File: src/sv/inversion_pair_counter_macros.svh
// Assertion macros for the inversion pair counter.
// Depends on nothing; included by the RTL files that carry assertions.
`ifndef INVERSION_PAIR_COUNTER_MACROS_SVH
`define INVERSION_PAIR_COUNTER_MACROS_SVH

`ifndef SYNTHESIS

// Same-cycle implication, sampled on clk, off while rst_n is low.
`define IPC_ASSERT_NOW(lbl, ant, cons, msg) \
    lbl: assert property (@(posedge clk) disable iff (!rst_n) (ant) |-> (cons)) \
        else $error(msg);

// Next-cycle implication, sampled on clk, off while rst_n is low.
`define IPC_ASSERT_NEXT(lbl, ant, cons, msg) \
    lbl: assert property (@(posedge clk) disable iff (!rst_n) (ant) |=> (cons)) \
        else $error(msg);

`else

`define IPC_ASSERT_NOW(lbl, ant, cons, msg)
`define IPC_ASSERT_NEXT(lbl, ant, cons, msg)

`endif

`endif

File: src/sv/ipc_pkg.sv
// Shared types and constants for the inversion pair counter.
// No dependencies; imported by every module of the block.
`timescale 1ns / 1ps

package ipc_pkg;

    localparam int IN_DATA_W  = 32;
    localparam int TOTAL_W    = 19;
    localparam int OUT_DATA_W = 24;

    localparam logic [TOTAL_W-1:0] TOTAL_MAX = {TOTAL_W{1'b1}};

    // Control part of a token that travels down the cell chain.
    typedef struct packed {
        logic valid;   // slot holds an accepted transaction
        logic active;  // item found room: compare and store
        logic ovf;     // item arrived while the store was full
        logic last;    // final item of the sequence
    } tok_ctrl_t;

endpackage

File: src/sv/ipc_tail.sv
// End of the chain: accumulates per-item counts into the saturating total and
// holds the result register. Depends on ipc_pkg.
`timescale 1ns / 1ps

module ipc_tail
    import ipc_pkg::*;
#(
    parameter int IDX_W = 10
)
(
    input  logic                  clk,
    input  logic                  rst_n,
    input  logic                  adv,
    input  tok_ctrl_t             in_ctrl,
    input  logic [IDX_W-1:0]      in_count,
    input  logic                  m_tready,
    output logic                  m_tvalid,
    output logic [OUT_DATA_W-1:0] m_tdata
);

    localparam int SUM_W = TOTAL_W + 1;

    logic [TOTAL_W-1:0]    total_reg;
    logic                  ovf_reg;
    logic                  out_valid_reg;
    logic [OUT_DATA_W-1:0] out_data_reg;

    logic [SUM_W-1:0]   sum;
    logic [TOTAL_W-1:0] total_sat;
    logic               ovf_next;
    logic               take;

    assign sum       = {1'b0, total_reg} + SUM_W'(in_count);
    assign total_sat = (sum > SUM_W'(TOTAL_MAX)) ? TOTAL_MAX : sum[TOTAL_W-1:0];
    assign ovf_next  = ovf_reg | in_ctrl.ovf;
    assign take      = adv && in_ctrl.valid;

    always_ff @(posedge clk or negedge rst_n)
    begin
        if (!rst_n)
        begin
            total_reg     <= '0;
            ovf_reg       <= 1'b0;
            out_valid_reg <= 1'b0;
        end
        else
        begin
            if (take && in_ctrl.last)
            begin
                total_reg     <= '0;
                ovf_reg       <= 1'b0;
                out_valid_reg <= 1'b1;
            end
            else
            begin
                if (take)
                begin
                    total_reg <= total_sat;
                    ovf_reg   <= ovf_next;
                end
                if (m_tready)
                begin
                    out_valid_reg <= 1'b0;
                end
            end
        end
    end

    always_ff @(posedge clk)
    begin
        if (take && in_ctrl.last)
        begin
            out_data_reg <= OUT_DATA_W'({ovf_next, total_sat});
        end
    end

    assign m_tvalid = out_valid_reg;
    assign m_tdata  = out_data_reg;

endmodule

File: config.mk
export PLATFORM = sky130hd
export DESIGN_NAME = ipc_tail
export DESIGN_NICKNAME = d
export VERILOG_FILES = /design/src/sv/inversion_pair_counter_macros.svh /design/src/sv/ipc_pkg.sv /design/src/sv/ipc_tail.sv
export SDC_FILE = /design/constraint.sdc
export NUM_CORES = 1
export LEC_CHECK = 0
export ABC_AREA = 1
export BUFFER_PORTS_ARGS = -buffer_cell sky130_fd_sc_hd__buf_2
export CAP_MARGIN = 30
export CORE_ASPECT_RATIO = 0.8
export CORE_UTILIZATION = 56
export DETAILED_ROUTE_END_ITERATION = 7
export GPL_ROUTABILITY_DRIVEN = 0
export HOLD_SLACK_MARGIN = 0.06
export PLACE_DENSITY = 0.78
export SETUP_SLACK_MARGIN = 0.2
export SLEW_MARGIN = 10
export SYNTH_ARGS = -nofsm -noshare
export SYNTH_HDL_FRONTEND = slang
export SYNTH_SLANG_ARGS = --single-unit
File: constraint.sdc
create_clock -name clk -period 2.5 [get_ports clk]
set_input_delay 0.125 -clock clk [delete_from_list [all_inputs] [get_ports clk]]
set_output_delay 0.125 -clock clk [all_outputs]
set_load 0.02 [all_outputs]
==> results.py <==
metrics = {
    "finish": {
        "fillCellCount": 364,
        "largest_reg_flops": 20,
        "diodes": 0,
        "area_growth_pct": 13.6,
        "nNetsFinal": 372,
        "drive_gt1_share_pct": 20.3,
    },
    "worst_hold_path": {
        "hold_end": "m_tdata[19]",
        "min_from": "in_ctrl[1]",
        "hold_depth": 3,
        "min_path_type": "input pin to flip-flop",
    },
    "critical_path": {
        "reg2reg_slack_ns": 0.36,
        "critPathMaxFanout": 18,
        "path_class": "flip-flop to flip-flop",
        "cp.arrival_ns": 2.14,
        "critPathCaptureType": "flip-flop",
        "r2r-start": "total_reg[5]",
        "cp-start-kind": "flip-flop",
        "crit_required_ns": 2.50,
        "r2r_end": "m_tdata[9]",
        "r2r_cells": 9,
    },
    "clock_network": {
        "clock-sinks": 41,
        "clock_path_buffers": 2,
        "tritoncts": "done",
        "cts-root-buf": "clkbuf_8",
        "post_cts.repair.setup_buffers": 0,
        "htreeDepth": 2,
        "clk_pin_slew_ns": 0.08,
        "cts_buffers": 5,
        "clk_latency_ns": 0.29,
    },
    "yosys": {
        "synth_most_common_cell": "nand2_1",
        "synthesis.area_um2": 2460,
        "syn_avg_cell_area_um2": 8.24,
        "synth_top_flop_cell": "dfrtp_1",
        "synth_area_leaders": "edfxtp_1 (24%), dfrtp_1 (21%), nand2_1 (18%)",
        "yosys.area.top_type": "edfxtp_1",
        "ys_ff_latch": 41,
        "yosysUniqueCellTypes": 31,
        "synthCells": 299,
        "seq_area_frac_synth_pct": 45.7,
        "synth_edf_count": 20,
        "async_reset_ff_share_pct": 51.2,
        "synth_warnings": 0,
        "synthTopCellsByCount": "nand2_1 (117), inv_1 (38), dfrtp_1 (21)",
        "synth_top_area_share_pct": 24.4,
    },
    "placement": {
        "io_buffer_count": 37,
        "dp_slack_ns": 0.419,
        "hpwl_um": 3440,
    },
    "timing": {
        "drv_slew": 0,
        "tns_ns": 0,
        "finalCritPeriodShare_pct": 85.4,
        "fmax_mhz": 468,
        "layout_setup_ws_ns": 0.365,
        "layout_min_cycle_time_ns": 2.14,
        "worst_slew_pin_slew_ns": 0.507,
        "setup_viol": 0,
        "rsz0062_at_grt": "false",
        "hold_viol": 0,
        "finClkSkew_ns": 0.00926,
        "slew_headroom_pct": 66.2,
    },
    "power_and_ir_drop": {
        "power_leakage_nw": 1.48,
        "vdd_ir_drop_max_uv": 373,
        "power_density_nw_per_um2": 741,
    },
    "routing": {
        "drt_iter0_markers": 80,
        "wl_per_cell_um": 11.8,
        "via_per_inst": 4.99,
        "drcViolationCount": 0,
        "drtPass1Iterations": 4,
        "final_antenna_net_count": 0,
        "via_count": 1999,
        "finalWirelength_um": 4730,
    },
    "outcome": {
        "run_status": "complete, no violations",
    },
    "floorplanning": {
        "dieWidth_um": 76.2,
        "die_h_um": 61.3,
        "dieArea_um2": 4670,
        "start_util_pct": 58.6,
        "ios": 43,
        "rows": 21,
        "core-area_um2": 4200,
    },
    "flow_run": {
        "drv_cap": 0,
    },
    "grt": {
        "grt_pass1_wl_um": 7940,
        "gr-total-overflow": 0,
        "grt_pass1_vias": 1782,
        "antenna_found_initial": 0,
        "track_usage_pct": 22.3,
        "grt_max_degree": 22,
    },
}
-- worst max-delay path by stage --
| stage | from | endpoint | slack [ns] | depth (start not counted) |
|---|---|---|---|---|
| 6_report | total_reg[5] | m_tdata[9] | 0.36 | 9 |
| 5_1_grt | total_reg[5] | m_tdata[9] | 0.28 | 9 |
| 4_1_cts | total_reg[5] | m_tdata[9] | 0.37 | 9 |
| 3_5_place_dp | total_reg[5] | m_tdata[9] | 0.42 | 9 |
| 3_3_place_gp | total_reg[2] | m_tdata[9] | 0.45 | 9 |
| 2_1_floorplan | total_reg[0] | m_tdata[18] | 0.72 | 11 |
-- cells by family (layout without fill, tap and decap cells) --
| logic type | Yosys count | count (layout) | synth area share, % |
|---|---|---|---|
| xor gates and xnor gates | 7 | 7 | 2.49 |
| other | 1 | 4 | 0.152 |
| and+or+nand+nor | 177 | 177 | 33.8 |
| adders and majority gates | 11 | 11 | 5.89 |
| buffers and inverters | 47 | 89 | 8.58 |
| AOI/OAI and AO/OA | 15 | 15 | 3.45 |
| DFF | 41 | 41 | 45.7 |
-- critical path, stage by stage (launching register included) --
cell     delay, ns
dfrtp_1       0.40
ha_1          0.33
nand2_1       0.13
inv_1         0.06
a21oi_2       0.14
nand2_2       0.10
nand2_2       0.09
nand2_4       0.06
nand2_4       0.30
o21ai_0       0.21
-- power by group --
group | leakage (nW) | switching (mW) | internal, mW
Sequential | 0.463 | 0.0468 | 0.823
Combinational | 0.972 | 0.486 | 0.299
Clock | 0.0439 | 0.226 | 0.193
Total | 1.48 | 0.759 | 1.31
-- layer usage --
layer | part of all wire (%) | up-vias | GRT usage (%)
met5 | 0 | - | 0
li1 | - | 1021 | -
met2 | 45 | 62 | 36.8
met3 | 5.6 | 6 | 4.44
met1 | 48 | 910 | 30.1
met4 | 1.2 | 0 | 8.24
-- what timing repair did --
action | CTS | global route
hold buffers | 2 | 0
endpoints found under the hold margin | 22 | 0
resized for setup | 0 | 0
-- per-stage QoR --
| stage | area (µm²) | power, mW | hold slack [ns] | std cells | util (%) |
|---|---|---|---|---|---|
| after floorplan | 2480 | 1.50 | -0.171 | 302 | - |
| after global placement | 2690 | 1.64 | 0.128 | 391 | 64.0 |
| after detailed placement | 2690 | 1.65 | 0.125 | 391 | 64.0 |
| after CTS | 2800 | 2.08 | 0.0844 | 401 | 66.6 |
| after global routing | 2800 | 2.21 | 0.102 | 401 | 66.6 |
| final | 2800 | 2.07 | 0.0923 | 401 | 66.6 |
-- final cells by class --
cell class / instances / area, µm² / area share (%)
multi-input combinational: 214 / 1140 / 40.8
sequential: 41 / 1130 / 40.2
timing repair buffer: 42 / 228 / 8.14
inverter: 39 / 146 / 5.23
tap: 57 / 71.3 / 2.55
clock buffer: 5 / 68.8 / 2.46
clock inverter: 3 / 17.5 / 0.626
-- layout by cell type (no fill, tap or decap), types with 2 or more instances in the layout --
| cell | Yosys | layout |
|---|---|---|
| nor2_1 | 12 | 11 |
| dfrtp_1 | 21 | 21 |
| nand4_1 | 4 | 4 |
| inv_1 | 38 | 38 |
| nand2_4 | 12 | 12 |
| nand3_1 | 17 | 17 |
| edfxtp_1 | 20 | 20 |
| nand3b_1 | 3 | 3 |
| nand3_2 | 2 | 2 |
| ha_1 | 10 | 10 |
| conb_1 | 1 | 4 |
| nor2_2 | 1 | 2 |
| clkbuf_8 | 0 | 5 |
| o21ai_0 | 5 | 5 |
| a21oi_1 | 5 | 5 |
| xnor2_1 | 6 | 6 |
| buf_2 | 0 | 37 |
| buf_4 | 5 | 3 |
| nand2_1 | 117 | 117 |
| dlygate4sd3_1 | 0 | 2 |
| nand2_2 | 4 | 4 |
| clkinv_2 | 0 | 2 |
| nor3_1 | 3 | 3 |
Note: power is estimated with default switching activity, not from simulation.
