`src/sv/inversion_pair_counter_macros.svh`:
```
// Assertion macros for the inversion pair counter.
// Depends on nothing; included by the RTL files that carry assertions.
`ifndef INVERSION_PAIR_COUNTER_MACROS_SVH
`define INVERSION_PAIR_COUNTER_MACROS_SVH

`ifndef SYNTHESIS

// Same-cycle implication, sampled on clk, off while rst_n is low.
`define IPC_ASSERT_NOW(lbl, ant, cons, msg) \
    lbl: assert property (@(posedge clk) disable iff (!rst_n) (ant) |-> (cons)) \
        else $error(msg);

// Next-cycle implication, sampled on clk, off while rst_n is low.
`define IPC_ASSERT_NEXT(lbl, ant, cons, msg) \
    lbl: assert property (@(posedge clk) disable iff (!rst_n) (ant) |=> (cons)) \
        else $error(msg);

`else

`define IPC_ASSERT_NOW(lbl, ant, cons, msg)
`define IPC_ASSERT_NEXT(lbl, ant, cons, msg)

`endif

`endif

```
`src/sv/ipc_pkg.sv`:
```
// Shared types and constants for the inversion pair counter.
// No dependencies; imported by every module of the block.
`timescale 1ns / 1ps

package ipc_pkg;

    localparam int IN_DATA_W  = 32;
    localparam int TOTAL_W    = 19;
    localparam int OUT_DATA_W = 24;

    localparam logic [TOTAL_W-1:0] TOTAL_MAX = {TOTAL_W{1'b1}};

    // Control part of a token that travels down the cell chain.
    typedef struct packed {
        logic valid;   // slot holds an accepted transaction
        logic active;  // item found room: compare and store
        logic ovf;     // item arrived while the store was full
        logic last;    // final item of the sequence
    } tok_ctrl_t;

endpackage

```
`src/sv/ipc_cell.sv`:
```
// One cell of the comparison chain: holds one stored value and forwards a token.
// Depends on ipc_pkg.
`timescale 1ns / 1ps

module ipc_cell
    import ipc_pkg::*;
#(
    parameter int INDEX      = 0,
    parameter int VALUE_BITS = 32,
    parameter int IDX_W      = 10
)
(
    input  logic                         clk,
    input  logic                         rst_n,
    input  logic                         adv,
    input  tok_ctrl_t                    in_ctrl,
    input  logic signed [VALUE_BITS-1:0] in_key,
    input  logic        [IDX_W-1:0]      in_target,
    input  logic        [IDX_W-1:0]      in_count,
    output tok_ctrl_t                    out_ctrl,
    output logic signed [VALUE_BITS-1:0] out_key,
    output logic        [IDX_W-1:0]      out_target,
    output logic        [IDX_W-1:0]      out_count
);

    localparam logic [IDX_W-1:0] MY_IDX = IDX_W'(INDEX);

    logic signed [VALUE_BITS-1:0] stored_reg;
    tok_ctrl_t                    ctrl_reg;
    logic signed [VALUE_BITS-1:0] key_reg;
    logic        [IDX_W-1:0]      target_reg;
    logic        [IDX_W-1:0]      count_reg;

    logic            live;
    logic            hit;
    logic            store_en;
    logic [IDX_W-1:0] count_next;

    // Cells below the target hold earlier items of the same sequence.
    assign live       = in_ctrl.valid && in_ctrl.active;
    assign hit        = live && (MY_IDX < in_target) && (stored_reg > in_key);
    assign store_en   = adv && live && (in_target == MY_IDX);
    assign count_next = in_count + IDX_W'(hit);

    always_ff @(posedge clk)
    begin
        if (store_en)
        begin
            stored_reg <= in_key;
        end
    end

    always_ff @(posedge clk or negedge rst_n)
    begin
        if (!rst_n)
        begin
            ctrl_reg <= '0;
        end
        else if (adv)
        begin
            ctrl_reg <= in_ctrl;
        end
    end

    always_ff @(posedge clk)
    begin
        if (adv)
        begin
            key_reg    <= in_key;
            target_reg <= in_target;
            count_reg  <= count_next;
        end
    end

    assign out_ctrl   = ctrl_reg;
    assign out_key    = key_reg;
    assign out_target = target_reg;
    assign out_count  = count_reg;

endmodule

```
`config.mk`:
```
export PLATFORM = sky130hd
export DESIGN_NAME = ipc_cell
export DESIGN_NICKNAME = d
export VERILOG_FILES = /design/src/sv/inversion_pair_counter_macros.svh /design/src/sv/ipc_pkg.sv /design/src/sv/ipc_cell.sv
export SDC_FILE = /design/constraint.sdc
export NUM_CORES = 1
export LEC_CHECK = 0
export BUFFER_PORTS_ARGS = -buffer_cell sky130_fd_sc_hd__buf_4
export CAP_MARGIN = 20
export CORE_MARGIN = 4
export CORE_UTILIZATION = 30
export DETAILED_ROUTE_END_ITERATION = 8
export SLEW_MARGIN = 40
export SYNTH_ARGS = -nofsm -noshare
export SYNTH_HDL_FRONTEND = slang
export SYNTH_SLANG_ARGS = --single-unit
```
`constraint.sdc`:
```
create_clock -name clk -period 6.38 [get_ports clk]
set_input_delay 1.595 -clock clk [delete_from_list [all_inputs] [get_ports clk]]
set_output_delay 1.595 -clock clk [all_outputs]
set_load 0.02 [all_outputs]
```
==> metrics.md, run 1 <==
| Metric | Value |
|---|---|
| Die area | 14,100 µm² |
| Relative slew slack | 0.507 |
| CTS tree | done |
| Clk sinks | 88 |
| Max-cap violations | 0 |
| Syn nets | between 300 and 400 |
| Min cycle time layout | about 3.9 ns |
| Final slew viol count | 0 |
| Rows | 40 |
| DP Worst Slack | 2.13 ns |
| Nets | around 460 |
| Crit path kind | in -> reg |
| Detailed Route Iter0 Violations | 114 |
| Setup TNS | 0 ns |
| Commonest non-fill, non-tap cell in the layout | buf_4 |
| Number of CTS-inserted buffers | 9 |
| Initial antenna violation count | 0 |
| Met1 GRT Util | 0.122 |
| Met3 Use GR | 0.0413 |
| Final Hold Fails | 0 |
| Worst setup EP type | flop |
| Drt drc | 0 |
| Ys async rst share | 0.0455 |
| Final worst-path cycle share | 0.604 |
| Post-synthesis cell area | 3690 µm² |
| Setup violations, final | 0 |
| Gr busiest metal | met2 |
| First-pass GRT wire length | 12,100 µm |
| Post-CTS Setup Inserts | 0 |
| Area growth syn-to-layout | 35.9% |
| Vias per inst | 4.45 |
| Initial core utilization | 0.307 |
| FMAX | 260 MHz |
| Total Wirelength | 7400 µm |
| Avg Cell Area, Syn | 15.6 µm² |
| Yosys cell types | 27 |
| RSZ-0062 raised after global routing | false |
| Share of cells above drive strength 1 | 0.361 |
| Via count | 2,293 |
| RePlAce Congestion | between 0.7 and 0.8 |
| Most frequent cells in the layout | buf_4 (114), edfxtp_1 (84), ha_1 (34) |
| PD cells | about 260 nW/µm² |
| WL per Instance | 14.4 µm |
| All-layer global routing usage | 0.110 |
| CTS clock-pin slew for the worst setup and hold paths | 0.06 ns |
| Cts repair resizes | 0 |
| Cells after Synth | 237 |
| YS warnings | 0 |
| IO Count | 115 |
| GR Layer Usage met2 | 0.190 |
| Pin count of the biggest net entering global routing | 58 |
| Clk_lat worst skew | between 0.3 and 0.4 ns |
| Critical Path RT | about 6.5 ns |
| Worst-Margin Slew | 0.740 ns |
| Die Wd | 119 µm |
| Die height | 119 µm |
| Vias in the first global route | 2,514 |
| CP startpoint kind | input port |
| Final worst slack | 2.53 ns |
| H-tree depth | 3 |
| CP max FO | 5 |
| Root Driver | clkbuf_16 |
| Hold Buf Count CTS | 0 |
| Crit path arrival time | 3.94 ns |
| FF+latch count, synth | 88 |
| DP HPWL | 5650 µm |
| EDFF count, synth | 84 |
| Main synth FF type | edfxtp_1 |
| Seq/Total Area, Yosys | 0.711 |
| Outcome | complete, no violations |
| Leak | 2.15 nW |
| Final ANT Viol Nets | 0 |
| Worst vdd ir | 132 µV |
| Clock skew | about 0.0059 ns |
| Port bufs | ~110 |
| TritonRoute pass-1 iters | 4 |
| Maximum root-to-sink buffer count | 2 |
| Core area | 12,000 µm² |
| Grt ovf | 0 |
| Ant diodes | 0 |
| Hold/Removal Path Class | reg -> reg |
## worst max-delay path, stage by stage
cell and delay [ns]:
buf_4 0.10, inv_1 0.04, ha_1 0.34, nand4_1 0.16, nor2_1 0.14, nand3_1 0.14
or3b_1 0.36, and4_1 0.19, and3b_1 0.18, ha_1 0.24, ha_1 0.25, nand3_1 0.11
xnor2_1 0.07
## where the power goes
part | switching, mW | leakage [nW] | internal, mW
clock network | 0.196 | 0.119 | 0.259
registers | 0.00852 | 0.843 | 0.665
logic | 0.0843 | 1.19 | 0.0727
## cell usage after synthesis, types with 2 or more instances
master	number	area share
nand2_1	9	0.0092
mux2_2	4	0.012
ha_1	34	0.12
o21ai_0	6	0.0081
xnor2_1	7	0.017
nand4_1	4	0.0068
a221oi_1	2	0.0048
dfrtp_1	4	0.027
nor4_1	2	0.0034
a21oi_1	13	0.018
inv_1	33	0.034
nand3_1	12	0.016
edfxtp_1	84	0.68
and3_1	3	0.0051
nor2_1	6	0.0061
a21o_1	3	0.0061
## routing by layer
| metal | vias to the layer above | part of all wire |
|---|---|---|
| li1 | 1130 | - |
| met1 | 1095 | 0.41 |
| met2 | 56 | 0.52 |
| met3 | 12 | 0.055 |
| met4 | 0 | 0.022 |
| met5 | - | 0 |
## area by class of cell
class                   count  area (µm²)
clock buffers              13         240
clock inverters             2        7.51
fillers                  1123        7000
inverters                  33         124
multi-input cells         116         947
flip-flops and latches     88        2620
well taps                 147         184
repair buffers            116         886
## through the flow
stage / utilization / instance area [µm²] / hold WS, ns / std cells / total power [mW]
after floorplan: - / 3690 / 0.636 / 237 / 0.751
after global placement: 0.394 / 4730 / 0.495 / 498 / 0.843
after detailed placement: 0.397 / 4760 / 0.502 / 500 / 0.847
after CTS: 0.417 / 5010 / 0.515 / 515 / 1.31
after global routing: 0.417 / 5010 / 0.528 / 515 / 1.34
final: 0.417 / 5010 / 0.510 / 515 / 1.29
## kinds of logic after synthesis
group           Yosys count  share of synthesized area
simple gates             43                     0.0642
buf+inv                  33                     0.0336
xor+xnor                  8                     0.0190
mux                       4                     0.0122
fa+ha+maj                34                      0.115
flops                    88                      0.711
compound gates           27                     0.0441
## worst paths after layout
| check | start | end | slack, ns | depth (start not counted) |
|---|---|---|---|---|
| setup / recovery | in_key[31] | out_count[8]$_DFFE_PP_ | 2.53 | 13 |
| hold / removal | out_ctrl[2]$_DFFE_PN0P_ | out_ctrl[2]$_DFFE_PN0P_ | 0.51 | 1 |
| setup reg to reg | stored_reg[31]$_DFFE_PP_ | out_count[8]$_DFFE_PP_ | 3.52 | 11 |
| hold reg to reg | out_ctrl[2]$_DFFE_PN0P_ | out_ctrl[2]$_DFFE_PN0P_ | 0.51 | 1 |
| max in group asynchronous | rst_n | out_ctrl[2]$_DFFE_PN0P_ | 5.23 | 1 |
| min in group asynchronous | rst_n | out_ctrl[0]$_DFFE_PN0P_ | 1.05 | 1 |
(Power assumes the default switching activity.)
==> run 2: changes to the inputs <==
==> constraint.sdc (replaced) <==
create_clock -name clk -period 3.55 [get_ports clk]
set_input_delay 0.8875 -clock clk [delete_from_list [all_inputs] [get_ports clk]]
set_output_delay 0.8875 -clock clk [all_outputs]
set_load 0.02 [all_outputs]
==> metrics.md, run 2 (same netlist as run 1, synthesis figures left out) <==
| Metric | Value |
|---|---|
| Area growth syn-to-layout | 37.3% (was 35.9%) |
| Clk_lat worst skew | 0.34 ns (about the same) |
| TritonRoute pass-1 iters | 4 (unchanged) |
| Pin count of the biggest net entering global routing | 57 (was 58) |
| CP max FO | 5 (unchanged) |
| Hold/Removal Path Class | in -> async (was reg -> reg) |
| Worst vdd ir | 244 µV (was 132 µV) |
| CTS tree | done (unchanged) |
| Pwr Total | 2.48 mW (was 1.29 mW) |
| DP HPWL | 5660 µm (was 5650 µm) |
| Worst setup EP type | flop (unchanged) |
| Setup violations, final | 0 (unchanged) |
| Core area | 12,000 µm² (unchanged) |
| First-pass GRT wire length | 12,500 µm (was 12,100 µm) |
| Cts repair resizes | 0 (unchanged) |
| Via count | 2,296 (was 2,293) |
| Initial core utilization | 0.307 (unchanged) |
| Final ANT Viol Nets | 0 (unchanged) |
| CP startpoint kind | input port (unchanged) |
| Final slew viol count | 0 (unchanged) |
| Rows | 40 (unchanged) |
| Ant diodes | 0 (unchanged) |
| Final worst-path cycle share | 0.876 |
| RSZ-0062 raised after global routing | false (unchanged) |
| Clock skew | 0.00644 ns (was 0.00592 ns) |
| RePlAce Congestion | 0.703 (was 0.712) |
| Nets | 458 (was 457) |
| Final Hold Fails | 0 (unchanged) |
| Worst-Margin Slew | 0.728 ns (was 0.740 ns) |
| Relative slew slack | 0.514 (was 0.507) |
| All-layer global routing usage | 0.114 (was 0.110) |
| Post-CTS Setup Inserts | 0 (unchanged) |
| H-tree depth | 3 (unchanged) |
| Util after Layout | 0.421 (was 0.417) |
| Commonest non-fill, non-tap cell in the layout | buf_4 (unchanged) |
| Critical Path RT | 3.64 ns (was 6.47 ns) |
| Drt drc | 0 (unchanged) |
| Vias per inst | 4.44 (was 4.45) |
| Most frequent cells in the layout | buf_4 (117), edfxtp_1 (84), ha_1 (34) (was buf_4 (114), edfxtp_1 (84), ha_1 (34)) |
| Share of cells above drive strength 1 | 0.370 (was 0.361) |
| Maximum root-to-sink buffer count | 2 (unchanged) |
| Total Wirelength | 7580 µm (was 7400 µm) |
| Final worst slack | 0.441 ns (was 2.53 ns) |
| Hold Buf Count CTS | 0 (unchanged) |
| DP Worst Slack | 0.0518 ns (was 2.13 ns) |
| CTS clock-pin slew for the worst setup and hold paths | 0.06 ns (about the same) |
| Min cycle time layout | 3.11 ns |
| Port bufs | 114 (unchanged) |
| Leak | 2.18 nW (was 2.15 nW) |
| Initial antenna violation count | 0 (unchanged) |
| Root Driver | clkbuf_16 (unchanged) |
| Vias in the first global route | 2,491 (was 2,514) |
| IO Count | 115 (unchanged) |
| Max-cap violations | 0 (unchanged) |
| Inst Count DP | 501 (was 500) |
| WL per Instance | 14.7 µm (was 14.4 µm) |
| Post-Layout Cell Count | 517 (was 515) |
| Setup TNS | 0 ns (unchanged) |
| Die height | 119 µm (unchanged) |
| Crit path arrival time | 3.20 ns (was 3.94 ns) |
| Grt ovf | 0 (unchanged) |
| Crit path kind | in -> reg (unchanged) |
| PD cells | 490 nW/µm² (was 257 nW/µm²) |
| Die area | 14,100 µm² (unchanged) |
| Outcome | complete, no violations (unchanged) |
| FMAX | 322 MHz |
| Number of CTS-inserted buffers | 9 (unchanged) |
| Die Wd | 119 µm (unchanged) |
| Clk sinks | 88 (unchanged) |
| Detailed Route Iter0 Violations | 80 (was 114) |
| Number of fillers in the final layout | 1,132 (was 1,123) |
[run 2: cell types whose count changed in the layout (fill, tap and decap cells not counted)]
cell,before,now
buf_4,114,117
buf_8,2,0
clkinv_2,0,1
clkbuf_1,4,3
clkinv_1,2,1
bufinv_16,0,2
[run 2: power breakdown]
part           switching (mW)  internal [mW]  total, mW
registers              0.0149           1.20       1.21
clock network           0.374          0.614      0.987
logic                   0.152          0.132      0.284
[run 2: final cells by class]
class / instances / area, µm² / area share
clock buffers: 12 / 236 / 0.0467
clock inverters: 4 / 68.8 / 0.0136
inverters: 33 / 124 / 0.0245
multi-input cells: 116 / 947 / 0.187
flip-flops and latches: 88 / 2620 / 0.518
well taps: 147 / 184 / 0.0363
repair buffers: 117 / 878 / 0.174
[run 2: critical path, stage by stage]
cell and delay [ns]:
buf_4 0.09, inv_1 0.04, ha_1 0.32, nand4_2 0.14, nor4_2 0.30, or3b_1 0.37, and4_1 0.20, and3b_1 0.18
ha_1 0.24, ha_1 0.25, nand3_1 0.12, xnor2_1 0.06
[run 2: final timing paths]
path                                          startpoint                      end  slack (ns)  cells past startpoint
worst max-delay path                          in_key[14]   out_count[8]$_DFFE_PP_        0.44                     12
worst min-delay path                               rst_n  out_ctrl[1]$_DFFE_PN0P_        0.34                      1
min in group clk                 out_ctrl[0]$_DFFE_PN0P_  out_ctrl[0]$_DFFE_PN0P_        0.51                      1
max in group asynchronous                          rst_n  out_ctrl[2]$_DFFE_PN0P_        3.12                      1
worst max register to register  stored_reg[11]$_DFFE_PP_   out_count[8]$_DFFE_PP_        0.73                     10
worst min register to register   out_ctrl[0]$_DFFE_PN0P_  out_ctrl[0]$_DFFE_PN0P_        0.51                      1
[run 2: through the flow]
| step | instance area [µm²] | hold WS, ns |
|---|---|---|
| detailed placement | 4760 | 0.502 |
| floorplan | 3690 | 0.592 |
| global route | 5060 | 0.321 |
| global placement | 4760 | 0.494 |
| CTS | 5060 | 0.316 |
| finish | 5060 | 0.335 |
[run 2: per-layer routing]
layer	up-vias	global-route usage	share of wire
met1	1082	0.130	0.41
met5	-	0	0
met2	59	0.188	0.51
met3	14	0.0399	0.054
li1	1141	-	-
met4	0	0.0572	0.024
==> run 3: changes to the inputs <==
--- a/config.mk
+++ b/config.mk
@@ -7,7 +7,7 @@
 export LEC_CHECK = 0
 export BUFFER_PORTS_ARGS = -buffer_cell sky130_fd_sc_hd__buf_4
 export CAP_MARGIN = 20
-export CORE_MARGIN = 4
+export CORE_MARGIN = 2
 export CORE_UTILIZATION = 30
 export DETAILED_ROUTE_END_ITERATION = 8
 export SLEW_MARGIN = 40
==> metrics.md, run 3 (same netlist as run 1, synthesis figures left out) <==
| Metric | Value |
|---|---|
| Hold Buf Count CTS | 0 (unchanged) |
| Min cycle time layout | 3.07 ns (was 3.11 ns) |
| Pwr Total | 2.34 mW (was 2.48 mW) |
| Initial antenna violation count | 0 (unchanged) |
| Maximum root-to-sink buffer count | 2 (unchanged) |
| Slowest cell on crit path | or3b_1 (unchanged) |
| Root Driver | clkbuf_16 (unchanged) |
| Final worst slack | 0.478 ns (was 0.441 ns) |
| Share of cells above drive strength 1 | 0.377 (was 0.370) |
| Leak | 2.16 nW (was 2.18 nW) |
| Final Hold Fails | 0 (unchanged) |
| Worst path cell trace | buf_4 > inv_1 > ha_1 > nand4_2 > nor4_2 > or3b_1 > and4_1 > and3b_1 > ha_1 > ha_1 > nand3_1 > xnor2_1 (unchanged) |
| Detailed Route Iter0 Violations | 98 (was 80) |
| Drt drc | 0 (unchanged) |
| DP Worst Slack | 0.0925 ns (was 0.0518 ns) |
| Post-CTS Setup Inserts | 0 (unchanged) |
| Cts repair resizes | 0 (unchanged) |
| First-pass GRT wire length | 11,400 µm (was 12,500 µm) |
| RePlAce Congestion | 0.724 (was 0.703) |
| Post-Layout Cell Count | 518 (was 517) |
| Number of fillers in the final layout | 1,131 (was 1,132) |
| Crit path arrival time | 3.16 ns (was 3.20 ns) |
| CTS tree | done (unchanged) |
| Worst vdd ir | 275 µV (was 244 µV) |
| Inst Count DP | 502 (was 501) |
| Relative slew slack | 0.706 (was 0.514) |
| PD cells | 466 nW/µm² (was 490 nW/µm²) |
| H-tree depth | 3 (unchanged) |
| Die height | 115 µm (was 119 µm) |
| Ant diodes | 0 (unchanged) |
| Nets | 459 (was 458) |
| Clk_lat worst skew | 0.34 ns (about the same) |
| Hold/Removal Path Class | in -> async (unchanged) |
| Worst setup EP type | flop (unchanged) |
| Commonest non-fill, non-tap cell in the layout | buf_4 (unchanged) |
| Setup TNS | 0 ns (unchanged) |
| Clk sinks | 88 (unchanged) |
| Initial core utilization | 0.307 (unchanged) |
| WL per Instance | 14.0 µm (was 14.7 µm) |
| Via count | 2,267 (was 2,296) |
| Core area | 12,000 µm² (unchanged) |
| Grt ovf | 0 (unchanged) |
| Most frequent cells in the layout | buf_4 (118), edfxtp_1 (84), ha_1 (34) (was buf_4 (117), edfxtp_1 (84), ha_1 (34)) |
| Number of CTS-inserted buffers | 9 (unchanged) |
| CP startpoint kind | input port (unchanged) |
| Crit path kind | in -> reg (unchanged) |
| Worst hold slack | 0.336 ns (was 0.335 ns) |
| Rows | 40 (unchanged) |
| RSZ-0062 raised after global routing | false (unchanged) |
| Final worst-path cycle share | 0.865 (was 0.876) |
| Final ANT Viol Nets | 0 (unchanged) |
| Final slew viol count | 0 (unchanged) |
| Total Wirelength | 7270 µm (was 7580 µm) |
| CP max FO | 4 (was 5) |
| Outcome | complete, no violations (unchanged) |
| Most used cell along the critical path | ha_1 (unchanged) |
| Vias in the first global route | 2,400 (was 2,491) |
| IO Count | 115 (unchanged) |
| Worst-Margin Slew | 0.440 ns (was 0.728 ns) |
| Critical Path RT | 3.64 ns (about the same) |
| DP HPWL | 5340 µm (was 5660 µm) |
| Clock skew | 0.00838 ns (was 0.00644 ns) |
| Setup violations, final | 0 (unchanged) |
| Pin count of the biggest net entering global routing | 35 (was 57) |
| TritonRoute pass-1 iters | 4 (unchanged) |
| Max-cap violations | 0 (unchanged) |
| Area growth syn-to-layout | 36.4% (was 37.3%) |
| FMAX | 326 MHz (was 322 MHz) |
| Die area | 13,200 µm² (was 14,100 µm²) |
| Cell family with most CP delay | simple AND/OR/NAND/NOR gates (unchanged) |
| Slowest stage delay, CP | 0.38 ns (was 0.37 ns) |
| Port bufs | 114 (unchanged) |
| Buf+Inv Stages, Crit Path | 2 (unchanged) |
| Vias per inst | 4.38 (was 4.44) |
| All-layer global routing usage | 0.114 (about the same) |
| CTS clock-pin slew for the worst setup and hold paths | 0.06 ns (about the same) |
| Die Wd | 115 µm (was 119 µm) |
run 3: report_power, final:
| group | switching, mW | internal (mW) |
|---|---|---|
| registers | 0.0148 | 1.19 |
| clock network | 0.379 | 0.469 |
| logic | 0.151 | 0.132 |
run 3: stage by stage:
| stage | util | instance area (µm²) |
|---|---|---|
| 3_5_place_dp | 0.397 | 4760 |
| 4_1_cts | 0.419 | 5030 |
| 3_3_place_gp | 0.397 | 4760 |
| 2_1_floorplan | - | 3690 |
| 5_1_grt | 0.419 | 5030 |
| 6_report | 0.419 | 5030 |
run 3: worst paths after layout:
check	startpoint	to	slack, ns	cells after the start
max	in_key[14]	out_count[8]$_DFFE_PP_	0.48	12
min	rst_n	out_ctrl[1]$_DFFE_PN0P_	0.34	1
max reg2reg	stored_reg[14]$_DFFE_PP_	out_count[8]$_DFFE_PP_	0.77	10
min reg2reg	out_ctrl[2]$_DFFE_PN0P_	out_ctrl[2]$_DFFE_PN0P_	0.51	1
max in group asynchronous	rst_n	out_ctrl[2]$_DFFE_PN0P_	3.11	1
min in group clk	out_ctrl[2]$_DFFE_PN0P_	out_ctrl[2]$_DFFE_PN0P_	0.51	1
run 3: cell type report:
type	instances	area [µm²]	share of cell area
flip-flops and latches	88	2620	0.522
multi-input cells	116	947	0.188
repair buffers	118	886	0.176
clock buffers	10	229	0.0455
well taps	147	184	0.0366
inverters	33	124	0.0246
clock inverters	6	36.3	0.00722
run 3: per-layer routing:
metal | vias up | global-route usage | wire [µm]
met3 | 11 | 0.0432 | 388
li1 | 1138 | - | -
met4 | 0 | 0.0386 | 87
met1 | 1058 | 0.135 | 3050
met5 | - | 0 | 0
met2 | 60 | 0.193 | 3750
